**src/rtl/fan_level_hysteresis_rpm_target_core_assert.svh**
```systemverilog
// assertion macros for the fan level hysteresis rpm target core
`ifndef FAN_LEVEL_HYSTERESIS_RPM_TARGET_CORE_ASSERT_SVH
`define FAN_LEVEL_HYSTERESIS_RPM_TARGET_CORE_ASSERT_SVH

// same-cycle implication
`define FLHR_ASSERT_NOW(label, clk, rst, ante, cons) \
   label: assert property (@(posedge clk) disable iff (rst) (ante) |-> (cons)) \
      else $error("assertion failed");

// next-cycle implication
`define FLHR_ASSERT_NEXT(label, clk, rst, ante, cons) \
   label: assert property (@(posedge clk) disable iff (rst) (ante) |=> (cons)) \
      else $error("assertion failed");

`endif

```
**src/rtl/flhr_pkg.sv**
```systemverilog
// types, constants and fan curve tables for the fan level hysteresis core
package flhr_pkg;

   localparam int SENSORS    = 6;
   localparam int TABLE_ROWS = 6;
   localparam int MODES      = 2;
   localparam int FANS       = 2;
   localparam int SENSOR_W   = 3;
   localparam int ROW_W      = 3;

   typedef logic [7:0]          temp_type;
   typedef logic [11:0]         table_rpm_type;
   typedef logic [14:0]         rpm_type;
   typedef logic [1:0]          mode_type;
   typedef logic [SENSOR_W-1:0] sensor_id_type;
   typedef logic [ROW_W-1:0]    row_type;
   typedef logic [SENSORS-1:0]  sensor_mask_type;

   localparam mode_type THERMAL_MODE_UMA  = 2'd0;
   localparam mode_type THERMAL_MODE_GFX  = 2'd1;
   localparam mode_type THERMAL_MODE_NONE = 2'd2;

   localparam logic FAN_CPU = 1'b0;
   localparam logic FAN_SYS = 1'b1;

   localparam rpm_type RPM_PER_DEGREE = 15'd100;

   typedef struct packed {
      logic     req_type;
      temp_type ambient_temp;
      temp_type cpu_die_temp;
      temp_type cpu_board_temp;
      temp_type ssd_one_temp;
      temp_type ssd_two_temp;
      temp_type dram_temp;
      temp_type slot_temp;
   } req_payload_type;

   typedef struct packed {
      logic mode_sel;
      logic used;
   } lane_ctl_type;

   // [mode][fan]
   localparam sensor_mask_type FAN_SENSORS [MODES][FANS] = '{
      '{6'h03, 6'h1C},
      '{6'h03, 6'h34}
   };

   localparam temp_type START_TEMP [MODES][FANS] = '{
      '{8'd39, 8'd36},
      '{8'd40, 8'd39}
   };

   // [mode][sensor][row]
   localparam table_rpm_type CURVE_RPM [MODES][SENSORS][TABLE_ROWS] = '{
      '{
         '{12'd700, 12'd900, 12'd1100, 12'd1300, 12'd1700, 12'd2800},
         '{12'd700, 12'd900, 12'd1100, 12'd1300, 12'd1700, 12'd2800},
         '{12'd600, 12'd800, 12'd1000, 12'd1300, 12'd1700, 12'd2800},
         '{12'd600, 12'd800, 12'd1000, 12'd1300, 12'd1700, 12'd2800},
         '{12'd600, 12'd800, 12'd1000, 12'd1300, 12'd1700, 12'd2800},
         '{12'd0,   12'd0,   12'd0,    12'd0,    12'd0,    12'd0}
      },
      '{
         '{12'd800, 12'd900, 12'd1100, 12'd1300, 12'd1600, 12'd2800},
         '{12'd800, 12'd900, 12'd1100, 12'd1300, 12'd1600, 12'd2800},
         '{12'd500, 12'd600, 12'd900,  12'd1300, 12'd1600, 12'd2800},
         '{12'd0,   12'd0,   12'd0,    12'd0,    12'd0,    12'd0},
         '{12'd500, 12'd600, 12'd900,  12'd1300, 12'd1500, 12'd2800},
         '{12'd500, 12'd600, 12'd900,  12'd1300, 12'd1500, 12'd2800}
      }
   };

   localparam temp_type CURVE_RISE [MODES][SENSORS][TABLE_ROWS] = '{
      '{
         '{8'd60, 8'd70, 8'd78, 8'd89, 8'd96, 8'd96},
         '{8'd60, 8'd68, 8'd75, 8'd82, 8'd88, 8'd88},
         '{8'd53, 8'd54, 8'd55, 8'd58, 8'd62, 8'd62},
         '{8'd64, 8'd65, 8'd66, 8'd72, 8'd78, 8'd78},
         '{8'd55, 8'd60, 8'd65, 8'd69, 8'd72, 8'd72},
         '{8'd0,  8'd0,  8'd0,  8'd0,  8'd0,  8'd0}
      },
      '{
         '{8'd60, 8'd70, 8'd78, 8'd89, 8'd96, 8'd96},
         '{8'd60, 8'd68, 8'd75, 8'd82, 8'd88, 8'd87},
         '{8'd60, 8'd62, 8'd65, 8'd67, 8'd71, 8'd66},
         '{8'd0,  8'd0,  8'd0,  8'd0,  8'd0,  8'd0},
         '{8'd55, 8'd60, 8'd65, 8'd69, 8'd72, 8'd72},
         '{8'd54, 8'd57, 8'd60, 8'd64, 8'd71, 8'd71}
      }
   };

   localparam temp_type CURVE_FALL [MODES][SENSORS][TABLE_ROWS] = '{
      '{
         '{8'd39, 8'd57, 8'd67, 8'd75, 8'd85, 8'd95},
         '{8'd39, 8'd57, 8'd65, 8'd72, 8'd79, 8'd86},
         '{8'd36, 8'd51, 8'd52, 8'd53, 8'd56, 8'd60},
         '{8'd36, 8'd62, 8'd63, 8'd64, 8'd69, 8'd76},
         '{8'd36, 8'd53, 8'd58, 8'd63, 8'd67, 8'd70},
         '{8'd0,  8'd0,  8'd0,  8'd0,  8'd0,  8'd0}
      },
      '{
         '{8'd40, 8'd57, 8'd67, 8'd75, 8'd87, 8'd95},
         '{8'd40, 8'd57, 8'd65, 8'd72, 8'd79, 8'd86},
         '{8'd39, 8'd52, 8'd56, 8'd59, 8'd61, 8'd64},
         '{8'd0,  8'd0,  8'd0,  8'd0,  8'd0,  8'd0},
         '{8'd39, 8'd53, 8'd58, 8'd63, 8'd67, 8'd70},
         '{8'd39, 8'd50, 8'd54, 8'd58, 8'd62, 8'd69}
      }
   };

endpackage

```
**src/rtl/flhr_if.sv**
```systemverilog
// request, response and control register channel interfaces
interface flhr_req_if;
   logic                     valid;
   logic                     ready;
   flhr_pkg::req_payload_type payload;

   modport source (output valid, output payload, input ready);
   modport sink   (input valid, input payload, output ready);
endinterface

interface flhr_rsp_if;
   logic              valid;
   logic              ready;
   flhr_pkg::rpm_type speed_rpm;

   modport source (output valid, output speed_rpm, input ready);
   modport sink   (input valid, input speed_rpm, output ready);
endinterface

interface flhr_csr_if;
   logic               valid;
   logic               ready;
   flhr_pkg::mode_type thermal_mode;

   modport source (output valid, output thermal_mode, input ready);
   modport sink   (input valid, input thermal_mode, output ready);
endinterface

```
**src/rtl/flhr_lane.sv**
```systemverilog
// per-sensor hysteresis level step and table rpm lookup
module flhr_lane #(
   parameter int NUM_LEVELS = 6,
   localparam int LEVEL_W   = $clog2(NUM_LEVELS)
) (
   input  flhr_pkg::lane_ctl_type  ctl,
   input  flhr_pkg::sensor_id_type sensor_id,
   input  flhr_pkg::temp_type      temp,
   input  logic [LEVEL_W-1:0]      level,
   output logic [LEVEL_W-1:0]      level_next,
   output flhr_pkg::table_rpm_type rpm
);
   import flhr_pkg::*;

   localparam logic [LEVEL_W-1:0] LEVEL_TOP = LEVEL_W'(NUM_LEVELS - 1);

   function automatic row_type row_of(input logic [LEVEL_W-1:0] lvl);
      row_type row;
      if (int'(lvl) >= TABLE_ROWS) begin
         row = ROW_W'(TABLE_ROWS - 1);
      end else begin
         row = ROW_W'(lvl);
      end
      return row;
   endfunction

   row_type            row_cur;
   logic               rise_hit;
   logic               fall_hit;
   logic [LEVEL_W-1:0] stepped;

   always_comb begin
      row_cur  = row_of(level);
      rise_hit = (level < LEVEL_TOP) &&
                 (temp >= CURVE_RISE[ctl.mode_sel][sensor_id][row_cur]);
      fall_hit = (level != '0) &&
                 (temp < CURVE_FALL[ctl.mode_sel][sensor_id][row_cur]);
      stepped  = level;
      if (rise_hit && !fall_hit) begin
         stepped = LEVEL_W'(level + LEVEL_W'(1));
      end else if (fall_hit && !rise_hit) begin
         stepped = LEVEL_W'(level - LEVEL_W'(1));
      end
      level_next = ctl.used ? stepped : level;
      rpm        = ctl.used ? CURVE_RPM[ctl.mode_sel][sensor_id][row_of(stepped)] : '0;
   end

endmodule

```
**src/rtl/fan_level_hysteresis_rpm_target_core.sv**
```systemverilog
// top level: request register, level lanes, rpm max and response register
// accepted requests wait in the request register, results in the response register
// throughput: one request per cycle while responses are not stalled, set by the single
// compute stage between the request register and the response register
// reset: clears both stage valids, all sensor levels and thermal_mode to 0
module fan_level_hysteresis_rpm_target_core #(
   parameter int NUM_LEVELS = 6
) (
   input  logic       clock,
   input  logic       reset,
   flhr_req_if.sink   req_chan,
   flhr_rsp_if.source rsp_chan,
   flhr_csr_if.sink   csr_chan
);
   import flhr_pkg::*;

   `include "fan_level_hysteresis_rpm_target_core_assert.svh"

   localparam int LEVEL_W = $clog2(NUM_LEVELS);
   localparam logic [LEVEL_W-1:0] LEVEL_TOP = LEVEL_W'(NUM_LEVELS - 1);

   logic                              in_valid_ff, in_valid_in;
   req_payload_type                   in_data_ff, in_data_in;
   logic                              out_valid_ff, out_valid_in;
   rpm_type                           out_data_ff, out_data_in;
   mode_type                          mode_ff, mode_in;
   logic [SENSORS-1:0][LEVEL_W-1:0]   level_ff, level_in;

   logic                              advance;
   logic                              active;
   logic                              mode_sel;
   sensor_mask_type                   mask;
   temp_type                          start;
   temp_type                          temps [SENSORS];
   logic [SENSORS-1:0][LEVEL_W-1:0]   lane_level;
   table_rpm_type                     lane_rpm [SENSORS];
   table_rpm_type                     best;
   rpm_type                           addend;
   logic                              levels_ok;

   assign advance        = in_valid_ff && (!out_valid_ff || rsp_chan.ready);
   assign req_chan.ready = !in_valid_ff || advance;
   assign csr_chan.ready = 1'b1;
   assign rsp_chan.valid     = out_valid_ff;
   assign rsp_chan.speed_rpm = out_data_ff;

   assign active   = (mode_ff == THERMAL_MODE_UMA) || (mode_ff == THERMAL_MODE_GFX);
   assign mode_sel = mode_ff[0];
   assign mask     = FAN_SENSORS[mode_sel][in_data_ff.req_type];
   assign start    = START_TEMP[mode_sel][in_data_ff.req_type];

   assign temps[0] = in_data_ff.cpu_die_temp;
   assign temps[1] = in_data_ff.cpu_board_temp;
   assign temps[2] = in_data_ff.ssd_one_temp;
   assign temps[3] = in_data_ff.ssd_two_temp;
   assign temps[4] = in_data_ff.dram_temp;
   assign temps[5] = in_data_ff.slot_temp;

   for (genvar i = 0; i < SENSORS; i++) begin : g_lane
      lane_ctl_type ctl;
      assign ctl.mode_sel = mode_sel;
      assign ctl.used     = mask[i];

      flhr_lane #(
         .NUM_LEVELS (NUM_LEVELS)
      ) u_lane (
         .ctl        (ctl),
         .sensor_id  (SENSOR_W'(i)),
         .temp       (temps[i]),
         .level      (level_ff[i]),
         .level_next (lane_level[i]),
         .rpm        (lane_rpm[i])
      );
   end

   always_comb begin
      best = '0;
      for (int i = 0; i < SENSORS; i++) begin
         if (lane_rpm[i] > best) begin
            best = lane_rpm[i];
         end
      end
      if (in_data_ff.ambient_temp >= start) begin
         addend = rpm_type'(in_data_ff.ambient_temp - start) * RPM_PER_DEGREE;
      end else begin
         addend = '0;
      end
   end

   always_comb begin
      in_valid_in  = in_valid_ff;
      in_data_in   = in_data_ff;
      out_valid_in = out_valid_ff;
      out_data_in  = out_data_ff;
      mode_in      = mode_ff;
      level_in     = level_ff;

      if (req_chan.valid && req_chan.ready) begin
         in_valid_in = 1'b1;
         in_data_in  = req_chan.payload;
      end else if (advance) begin
         in_valid_in = 1'b0;
      end

      if (advance) begin
         out_valid_in = 1'b1;
         out_data_in  = active ? rpm_type'(rpm_type'(best) + addend) : '0;
         if (active) begin
            level_in = lane_level;
         end
      end else if (rsp_chan.ready) begin
         out_valid_in = 1'b0;
      end

      if (csr_chan.valid && csr_chan.ready) begin
         mode_in = csr_chan.thermal_mode;
      end
   end

   always_ff @(posedge clock) begin
      if (reset) begin
         in_valid_ff  <= 1'b0;
         out_valid_ff <= 1'b0;
         mode_ff      <= THERMAL_MODE_UMA;
         level_ff     <= '0;
      end else begin
         in_valid_ff  <= in_valid_in;
         out_valid_ff <= out_valid_in;
         mode_ff      <= mode_in;
         level_ff     <= level_in;
      end
   end

   always_ff @(posedge clock) begin
      in_data_ff  <= in_data_in;
      out_data_ff <= out_data_in;
   end

   always_comb begin
      levels_ok = 1'b1;
      for (int i = 0; i < SENSORS; i++) begin
         if (level_ff[i] > LEVEL_TOP) begin
            levels_ok = 1'b0;
         end
      end
   end

   `FLHR_ASSERT_NOW(a_level_range, clock, reset, 1'b1, levels_ok)
   `FLHR_ASSERT_NEXT(a_levels_hold, clock, reset, !(advance && active), $stable(level_ff))
   `FLHR_ASSERT_NEXT(a_mode_none_zero, clock, reset, advance && !active, out_data_ff == '0)
   `FLHR_ASSERT_NOW(a_no_overwrite, clock, reset, req_chan.valid && req_chan.ready && in_valid_ff, advance)

endmodule

```
**src/flat_wrapper.sv**
```systemverilog
// flat-port wrapper written by rule: the top's interface ports become plain ports
module fan_level_hysteresis_rpm_target_core_flat import flhr_pkg::*;
#(
   parameter int NUM_LEVELS = 6
)
  (clock, reset, req_chan_valid, req_chan_payload, req_chan_ready, rsp_chan_valid, rsp_chan_speed_rpm, rsp_chan_ready, csr_chan_valid, csr_chan_thermal_mode, csr_chan_ready);
  flhr_req_if req_chan_i ();
  flhr_rsp_if rsp_chan_i ();
  flhr_csr_if csr_chan_i ();
  input  logic clock;
  input  logic reset;
  input wire logic [$bits(req_chan_i.valid)-1:0] req_chan_valid;
  input wire logic [$bits(req_chan_i.payload)-1:0] req_chan_payload;
  output wire logic [$bits(req_chan_i.ready)-1:0] req_chan_ready;
  output wire logic [$bits(rsp_chan_i.valid)-1:0] rsp_chan_valid;
  output wire logic [$bits(rsp_chan_i.speed_rpm)-1:0] rsp_chan_speed_rpm;
  input wire logic [$bits(rsp_chan_i.ready)-1:0] rsp_chan_ready;
  input wire logic [$bits(csr_chan_i.valid)-1:0] csr_chan_valid;
  input wire logic [$bits(csr_chan_i.thermal_mode)-1:0] csr_chan_thermal_mode;
  output wire logic [$bits(csr_chan_i.ready)-1:0] csr_chan_ready;
  assign req_chan_i.valid = req_chan_valid;
  assign req_chan_i.payload = req_chan_payload;
  assign req_chan_ready = req_chan_i.ready;
  assign rsp_chan_valid = rsp_chan_i.valid;
  assign rsp_chan_speed_rpm = rsp_chan_i.speed_rpm;
  assign rsp_chan_i.ready = rsp_chan_ready;
  assign csr_chan_i.valid = csr_chan_valid;
  assign csr_chan_i.thermal_mode = csr_chan_thermal_mode;
  assign csr_chan_ready = csr_chan_i.ready;
  fan_level_hysteresis_rpm_target_core #(.NUM_LEVELS(NUM_LEVELS)) u_core (.clock(clock), .reset(reset), .req_chan(req_chan_i), .rsp_chan(rsp_chan_i), .csr_chan(csr_chan_i));
endmodule
```
**config.mk**
```make
export PLATFORM = sky130hd
export DESIGN_NAME = fan_level_hysteresis_rpm_target_core_flat
export DESIGN_NICKNAME = d
export VERILOG_FILES = /design/src/rtl/flhr_pkg.sv /design/src/rtl/flhr_if.sv /design/src/rtl/flhr_lane.sv /design/src/rtl/fan_level_hysteresis_rpm_target_core.sv /design/src/flat_wrapper.sv
export VERILOG_INCLUDE_DIRS = /design/src /design/src/rtl
export SDC_FILE = /design/constraint.sdc
export NUM_CORES = 1
export LEC_CHECK = 0
export BUFFER_PORTS_ARGS = -buffer_cell sky130_fd_sc_hd__buf_4
export CORE_MARGIN = 1
export CORE_UTILIZATION = 34
export CTS_BUF_LIST = sky130_fd_sc_hd__clkbuf_2 sky130_fd_sc_hd__clkbuf_4 sky130_fd_sc_hd__clkbuf_8
export DETAILED_ROUTE_END_ITERATION = 10
export SLEW_MARGIN = 25
export SYNTH_ARGS = -nofsm -noshare
export SYNTH_HDL_FRONTEND = slang
export SYNTH_SLANG_ARGS = --single-unit
```
**constraint.sdc**
```tcl
create_clock -name clock -period 16.79 [get_ports clock]
set_clock_uncertainty 0.15 [all_clocks]
set_input_delay 3.358 -clock clock [delete_from_list [all_inputs] [get_ports clock]]
set_output_delay 3.358 -clock clock [all_outputs]
set_load 0.005 [all_outputs]
```
==> impl_metrics.env, run 1 <==
export IMPL_grt_pass1_wl_um=49400
export IMPL_synth_compound_area_share=0.251
export IMPL_drtPass1Iterations=7
export IMPL_synth_area_leader_cell="ha_1"
export IMPL_path_delay_family="compound AO/OA/AOI/OAI gates"
export IMPL_syn_area_per_cell_um2=8.56
export IMPL_hold_path_class="reg2reg"
export IMPL_placed_area_mm2=0.0127
export IMPL_async_flop_share=0
export IMPL_antenna_found_initial=0
export IMPL_synth_simple_area_share=0.176
export IMPL_yosys_area_top_type_share=0.219
export IMPL_drive_above_1_share=0.130
export IMPL_syn_inst=1377
export IMPL_die_h_um=188
export IMPL_start_kind="flip-flop"
export IMPL_tightest_slew_ns=0.912
export IMPL_wire_per_inst_um=15.8
export IMPL_synth_ff_type="edfxtp_1"
export IMPL_slew_headroom=0.387
export IMPL_cap_viol_max_count=0
export IMPL_n_antenna_cell=0
export IMPL_period_needed_ns=15.72
export IMPL_cts_buffer_depth=2
export IMPL_coreArea_mm2=0.0339
export IMPL_ys_seq_area_frac=0.216
export IMPL_area_growth_pct=10.6
export IMPL_synth_most_common_cell="ha_1"
export IMPL_ys_top_cells_by_count="ha_1 (206), nor2_1 (119), nand2_1 (113)"
export IMPL_cpPeakStageDelay_ns=0.53
export IMPL_dpl_hpwl_um=23300
export IMPL_grt_max_degree=58
export IMPL_num_vias=10344
export IMPL_cts_root_buf="clkbuf_8"
export IMPL_grt_overflow_total=0
export IMPL_fin_cells=1889
export IMPL_maxSlewViolCount=0
export IMPL_dieArea_mm2=0.0354
export IMPL_crit_slowest_cell="xnor3_4"
export IMPL_grt_total_usage=0.171
export IMPL_grt_pass1_vias=9968
export IMPL_clk_pin_slew_ns=0.12
export IMPL_cts_sinks=92
export IMPL_leakagePower_nw=5.64
export IMPL_finalHoldViolations=0
export IMPL_worst_path_buf_inv=5
export IMPL_powerDensity_mw_per_mm2=113
export IMPL_clock_latency_ns=0.43
export IMPL_synthMuxAreaShare=0.0226
export IMPL_viasPerCell=5.48
export IMPL_portBuffers=78
export IMPL_synth_area_mm2=0.0118
export IMPL_final_cell_area_mm2=0.0130
export IMPL_critPathRequiredTime_ns=16.90
export IMPL_totalWireLength_um=29900
export IMPL_worstPathArrival_ns=15.83
export IMPL_fin_nets=1716
export IMPL_synth_cell_types=109
export IMPL_yosys_warnings=0
export IMPL_crit_path_max_fanout=15
export IMPL_crit_type="reg2reg"
export IMPL_ios=82
export IMPL_setup_viol=0
export IMPL_synth_edf_count=70
export IMPL_ys_ff_latch=92
export IMPL_routabilityCongestion=0.902
export IMPL_dieWidth_um=188
export IMPL_synth_top_family_by_area="compound AO/OA/AOI/OAI gates"
export IMPL_fmax_mhz=63.6
export IMPL_period_share=0.936
export IMPL_drt_initial_drc_count=589
export IMPL_ys_top_cells_by_area="ha_1 (22%), edfxtp_1 (18%), a21oi_1 (4.2%), nor2_1 (3.8%), dfxtp_1 (3.7%)"
export IMPL_start_util=0.348
export IMPL_drc=0
export IMPL_max_vdd_ir_drop_v=0.0000933
export IMPL_rows=67
export IMPL_htree_num_levels=3
export IMPL_end_kind="flip-flop"
export IMPL_final_antenna_net_count=0
export IMPL_synthAdderAreaFrac=0.238
export IMPL_status="complete, no violations"
export IMPL_cts_tree="done"
export IMPL_final_fill_count=3493
export IMPL_synth_xor_area_frac=0.0380
export IMPL_total_power_mw=1.47
export IMPL_cts_made_buffers=9
export IMPL_placedCellCount=1862
-- worst min-delay path: cells and delay by family (launching register included) --
family        cells  cell delay (ns)
flops             1             0.35
simple gates      2             0.14
-- metal layers --
metal / global-route usage / share of wire / routed length (µm) / up-vias
met5: 0 / 0 / 0 / -
met4: 0.0625 / 0.030 / 896 / 0
met3: 0.0291 / 0.047 / 1400 / 57
met2: 0.283 / 0.46 / 13600 / 268
met1: 0.222 / 0.47 / 14000 / 4804
li1: - / - / - / 5215
-- kinds of logic after synthesis --
group | after synthesis
mux | 24
flops | 92
other cells | 2
fa+ha+maj | 219
compound gates | 413
xor+xnor | 45
simple gates | 428
buf+inv | 154
-- cell usage in the layout (no fill, tap or decap), drive strengths merged, types with 15 or more instances in the layout --
cell type and count:
a211oi 26, a21o 30, a21oi 102, and2 17
buf 100, dfxtp 22, edfxtp 70, ha 206
inv 105, mux2i 18, nand2 113, nand2b 21
nand3 25, nand4 16, nor2 121, nor2b 24
nor3 39, o211ai 19, o21a 15, o21ai 79
xnor2 34
-- repair_timing --
item | CTS | global route
setup endpoints to repair | 0 | 7
resized for setup | 0 | 14
hold endpoints to repair | 0 | 0
buffers inserted | 0 | 11
hold buffers | 0 | 0
-- per-stage QoR --
stage / util / TNS, ns / hold slack [ns] / worst slack, ns
finish: 0.385 / 0 / 0.374 / 1.07
CTS: 0.381 / 0 / 0.375 / 0.466
global route: 0.385 / -0.0343 / 0.430 / -0.0343
floorplan: - / 0 / 0.328 / 1.91
detailed placement: 0.375 / 0 / 0.357 / 0.613
global placement: 0.375 / 0 / 0.360 / 1.05
-- flip-flops by register name, summed over array words and instances (netlist names) --
name	cells
u_core.rsp_chan.speed_rpm	13
u_core.in_data_ff	57
u_core.mode_ff	2
u_core.in_valid_ff	1
u_core.level_ff	18
u_core.rsp_chan.valid	1
-- cell type report --
| class | instances | area [µm²] | share of cell area |
|---|---|---|---|
| clock inverter | 7 | 61.3 | 0.00470 |
| timing repair buffer | 100 | 751 | 0.0575 |
| inverter | 101 | 383 | 0.0293 |
| clock buffer | 9 | 124 | 0.00949 |
| tap | 448 | 561 | 0.0430 |
| multi-input combinational | 1132 | 8620 | 0.661 |
| sequential | 92 | 2550 | 0.195 |
-- where the power goes --
part,total (mW),switching [mW],internal (mW)
Clock,0.158,0.101,0.0574
Combinational,0.997,0.558,0.439
Sequential,0.315,0.0154,0.300
Total,1.47,0.674,0.796
-- worst paths after layout --
check / startpoint / endpoint / slack [ns] / depth (start not counted)
worst min register to register: u_core.in_valid_ff$_SDFFE_PP0P_ / u_core.rsp_chan.valid$_SDFFE_PP0P_ / 0.37 / 2
worst max-delay path: u_core.level_ff[0]$_SDFFE_PP0P_ / u_core.rsp_chan.speed_rpm[14]$_SDFFCE_PP0P_ / 1.07 / 75
worst max register to register: u_core.level_ff[0]$_SDFFE_PP0P_ / u_core.rsp_chan.speed_rpm[14]$_SDFFCE_PP0P_ / 1.07 / 75
worst min-delay path: u_core.in_valid_ff$_SDFFE_PP0P_ / u_core.rsp_chan.valid$_SDFFE_PP0P_ / 0.37 / 2
Note: power is estimated with default switching activity, not from simulation.
==> run 2: changes to the inputs <==
--- a/config.mk
+++ b/config.mk
@@ -9,7 +9,6 @@
 export BUFFER_PORTS_ARGS = -buffer_cell sky130_fd_sc_hd__buf_4
 export CORE_MARGIN = 1
 export CORE_UTILIZATION = 34
-export CTS_BUF_LIST = sky130_fd_sc_hd__clkbuf_2 sky130_fd_sc_hd__clkbuf_4 sky130_fd_sc_hd__clkbuf_8
 export DETAILED_ROUTE_END_ITERATION = 10
 export SLEW_MARGIN = 25
 export SYNTH_ARGS = -nofsm -noshare
==> impl_metrics.env, run 2 (same netlist as run 1, synthesis figures left out) <==
export IMPL_status="complete, no violations"
export IMPL_maxSlewViolCount=0
export IMPL_setup_viol=0
export IMPL_grt_total_usage=0.171
export IMPL_placedCellCount=1862
export IMPL_clock_latency_ns=0.38
export IMPL_die_h_um=188
export IMPL_dieWidth_um=188
export IMPL_cts_made_buffers=9
export IMPL_largest_register_ffs=57
export IMPL_area_growth_pct=11.5
export IMPL_crit_slowest_cell="xnor3_4"
export IMPL_cts_buffer_depth=2
export IMPL_period_needed_ns=15.64
export IMPL_largest_register="u_core.in_data_ff"
export IMPL_fin_hold_ws_ns=0.373
export IMPL_htree_num_levels=3
export IMPL_final_cell_area_mm2=0.0131
export IMPL_max_vdd_ir_drop_v=0.0000933
export IMPL_hold_path_class="reg2reg"
export IMPL_hold_buffers=0
export IMPL_grt_pass1_vias=9954
export IMPL_antenna_found_initial=0
export IMPL_totalWireLength_um=30000
export IMPL_wire_per_inst_um=15.9
export IMPL_total_power_mw=1.52
export IMPL_powerDensity_mw_per_mm2=116
export IMPL_coreArea_mm2=0.0339
export IMPL_grt_pass1_wl_um=49400
export IMPL_cts_tree="done"
export IMPL_placed_area_mm2=0.0127
export IMPL_crit_type="reg2reg"
export IMPL_fin_nets=1716
export IMPL_worstPathArrival_ns=15.71
export IMPL_cts_sinks=92
export IMPL_mostFrequentLayoutCell="ha_1"
export IMPL_final_antenna_net_count=0
export IMPL_finish_utilization=0.388
export IMPL_dpl_hpwl_um=23300
export IMPL_routabilityCongestion=0.902
export IMPL_slew_headroom=0.386
export IMPL_grt_overflow_total=0
export IMPL_grt_max_degree=58
export IMPL_period_share=0.932
export IMPL_finalHoldViolations=0
export IMPL_leakagePower_nw=5.69
export IMPL_start_kind="flip-flop"
export IMPL_end_kind="flip-flop"
export IMPL_drive_above_1_share=0.129
export IMPL_drc=0
export IMPL_clk_pin_slew_ns=0.08
export IMPL_pre_cts_slack_ns=0.613
export IMPL_ios=82
export IMPL_portBuffers=78
export IMPL_cpPeakStageDelay_ns=0.53
export IMPL_critPathRequiredTime_ns=16.85
export IMPL_worst_slack_ns=1.15
export IMPL_cts_root_buf="clkbuf_16"
export IMPL_n_antenna_cell=0
export IMPL_fin_cells=1889
export IMPL_cap_viol_max_count=0
export IMPL_rows=67
export IMPL_fmax_mhz=63.9
export IMPL_drt_initial_drc_count=643
export IMPL_viasPerCell=5.47
export IMPL_num_vias=10337
export IMPL_layout_common_cells="ha_1 (206), nor2_1 (119), nand2_1 (112)"
export IMPL_crit_path_max_fanout=15
export IMPL_tightest_slew_ns=0.913
export IMPL_start_util=0.348
export IMPL_drtPass1Iterations=5
export IMPL_dieArea_mm2=0.0354
export IMPL_tns_ns=0
[run 2: final timing paths]
| path | start | end | slack [ns] | depth (start not counted) |
|---|---|---|---|---|
| max | u_core.level_ff[0]$_SDFFE_PP0P_ | u_core.rsp_chan.speed_rpm[14]$_SDFFCE_PP0P_ | 1.15 | 76 |
| min | u_core.in_valid_ff$_SDFFE_PP0P_ | u_core.rsp_chan.valid$_SDFFE_PP0P_ | 0.37 | 2 |
| max reg2reg | u_core.level_ff[0]$_SDFFE_PP0P_ | u_core.rsp_chan.speed_rpm[14]$_SDFFCE_PP0P_ | 1.15 | 76 |
| min reg2reg | u_core.in_valid_ff$_SDFFE_PP0P_ | u_core.rsp_chan.valid$_SDFFE_PP0P_ | 0.37 | 2 |
[run 2: area by class of cell]
cell class                      instances  area (µm²)
Inverter                              101         383
Timing Repair Buffer                  100         751
Fill cell                            3477       20700
Clock inverter                          7        61.3
Sequential cell                        92        2550
Tap cell                              448         561
Multi-Input combinational cell       1132        8620
Clock buffer                            9         225
[run 2: where the power goes]
part           internal, mW  leakage [nW]  switching (mW)
Clock                 0.104         0.144           0.107
Combinational         0.439          4.68           0.559
Sequential            0.300         0.861          0.0154
Total                 0.843          5.69           0.681
[run 2: critical path: cells and delay by family (launching register included)]
family	cells	cell delay, ns
flip-flops	1	0.43
buffers and inverters	6	0.93
adder cells (fa/ha/maj)	10	2.54
AO/OA/AOI/OAI	43	7.94
XOR/XNOR	1	0.53
AND/OR/NAND/NOR	16	2.89
[run 2: per-layer routing]
| metal | vias up | share of wire | global-route usage |
|---|---|---|---|
| met3 | 49 | 0.045 | 0.0291 |
| met2 | 266 | 0.46 | 0.283 |
| met1 | 4798 | 0.47 | 0.223 |
| met4 | 0 | 0.028 | 0.0616 |
| met5 | - | 0 | 0 |
| li1 | 5224 | - | - |
[run 2: what timing repair did]
item	in CTS	in global routing
setup buffers	0	11
gates resized for setup	0	13
setup endpoints to repair	0	7
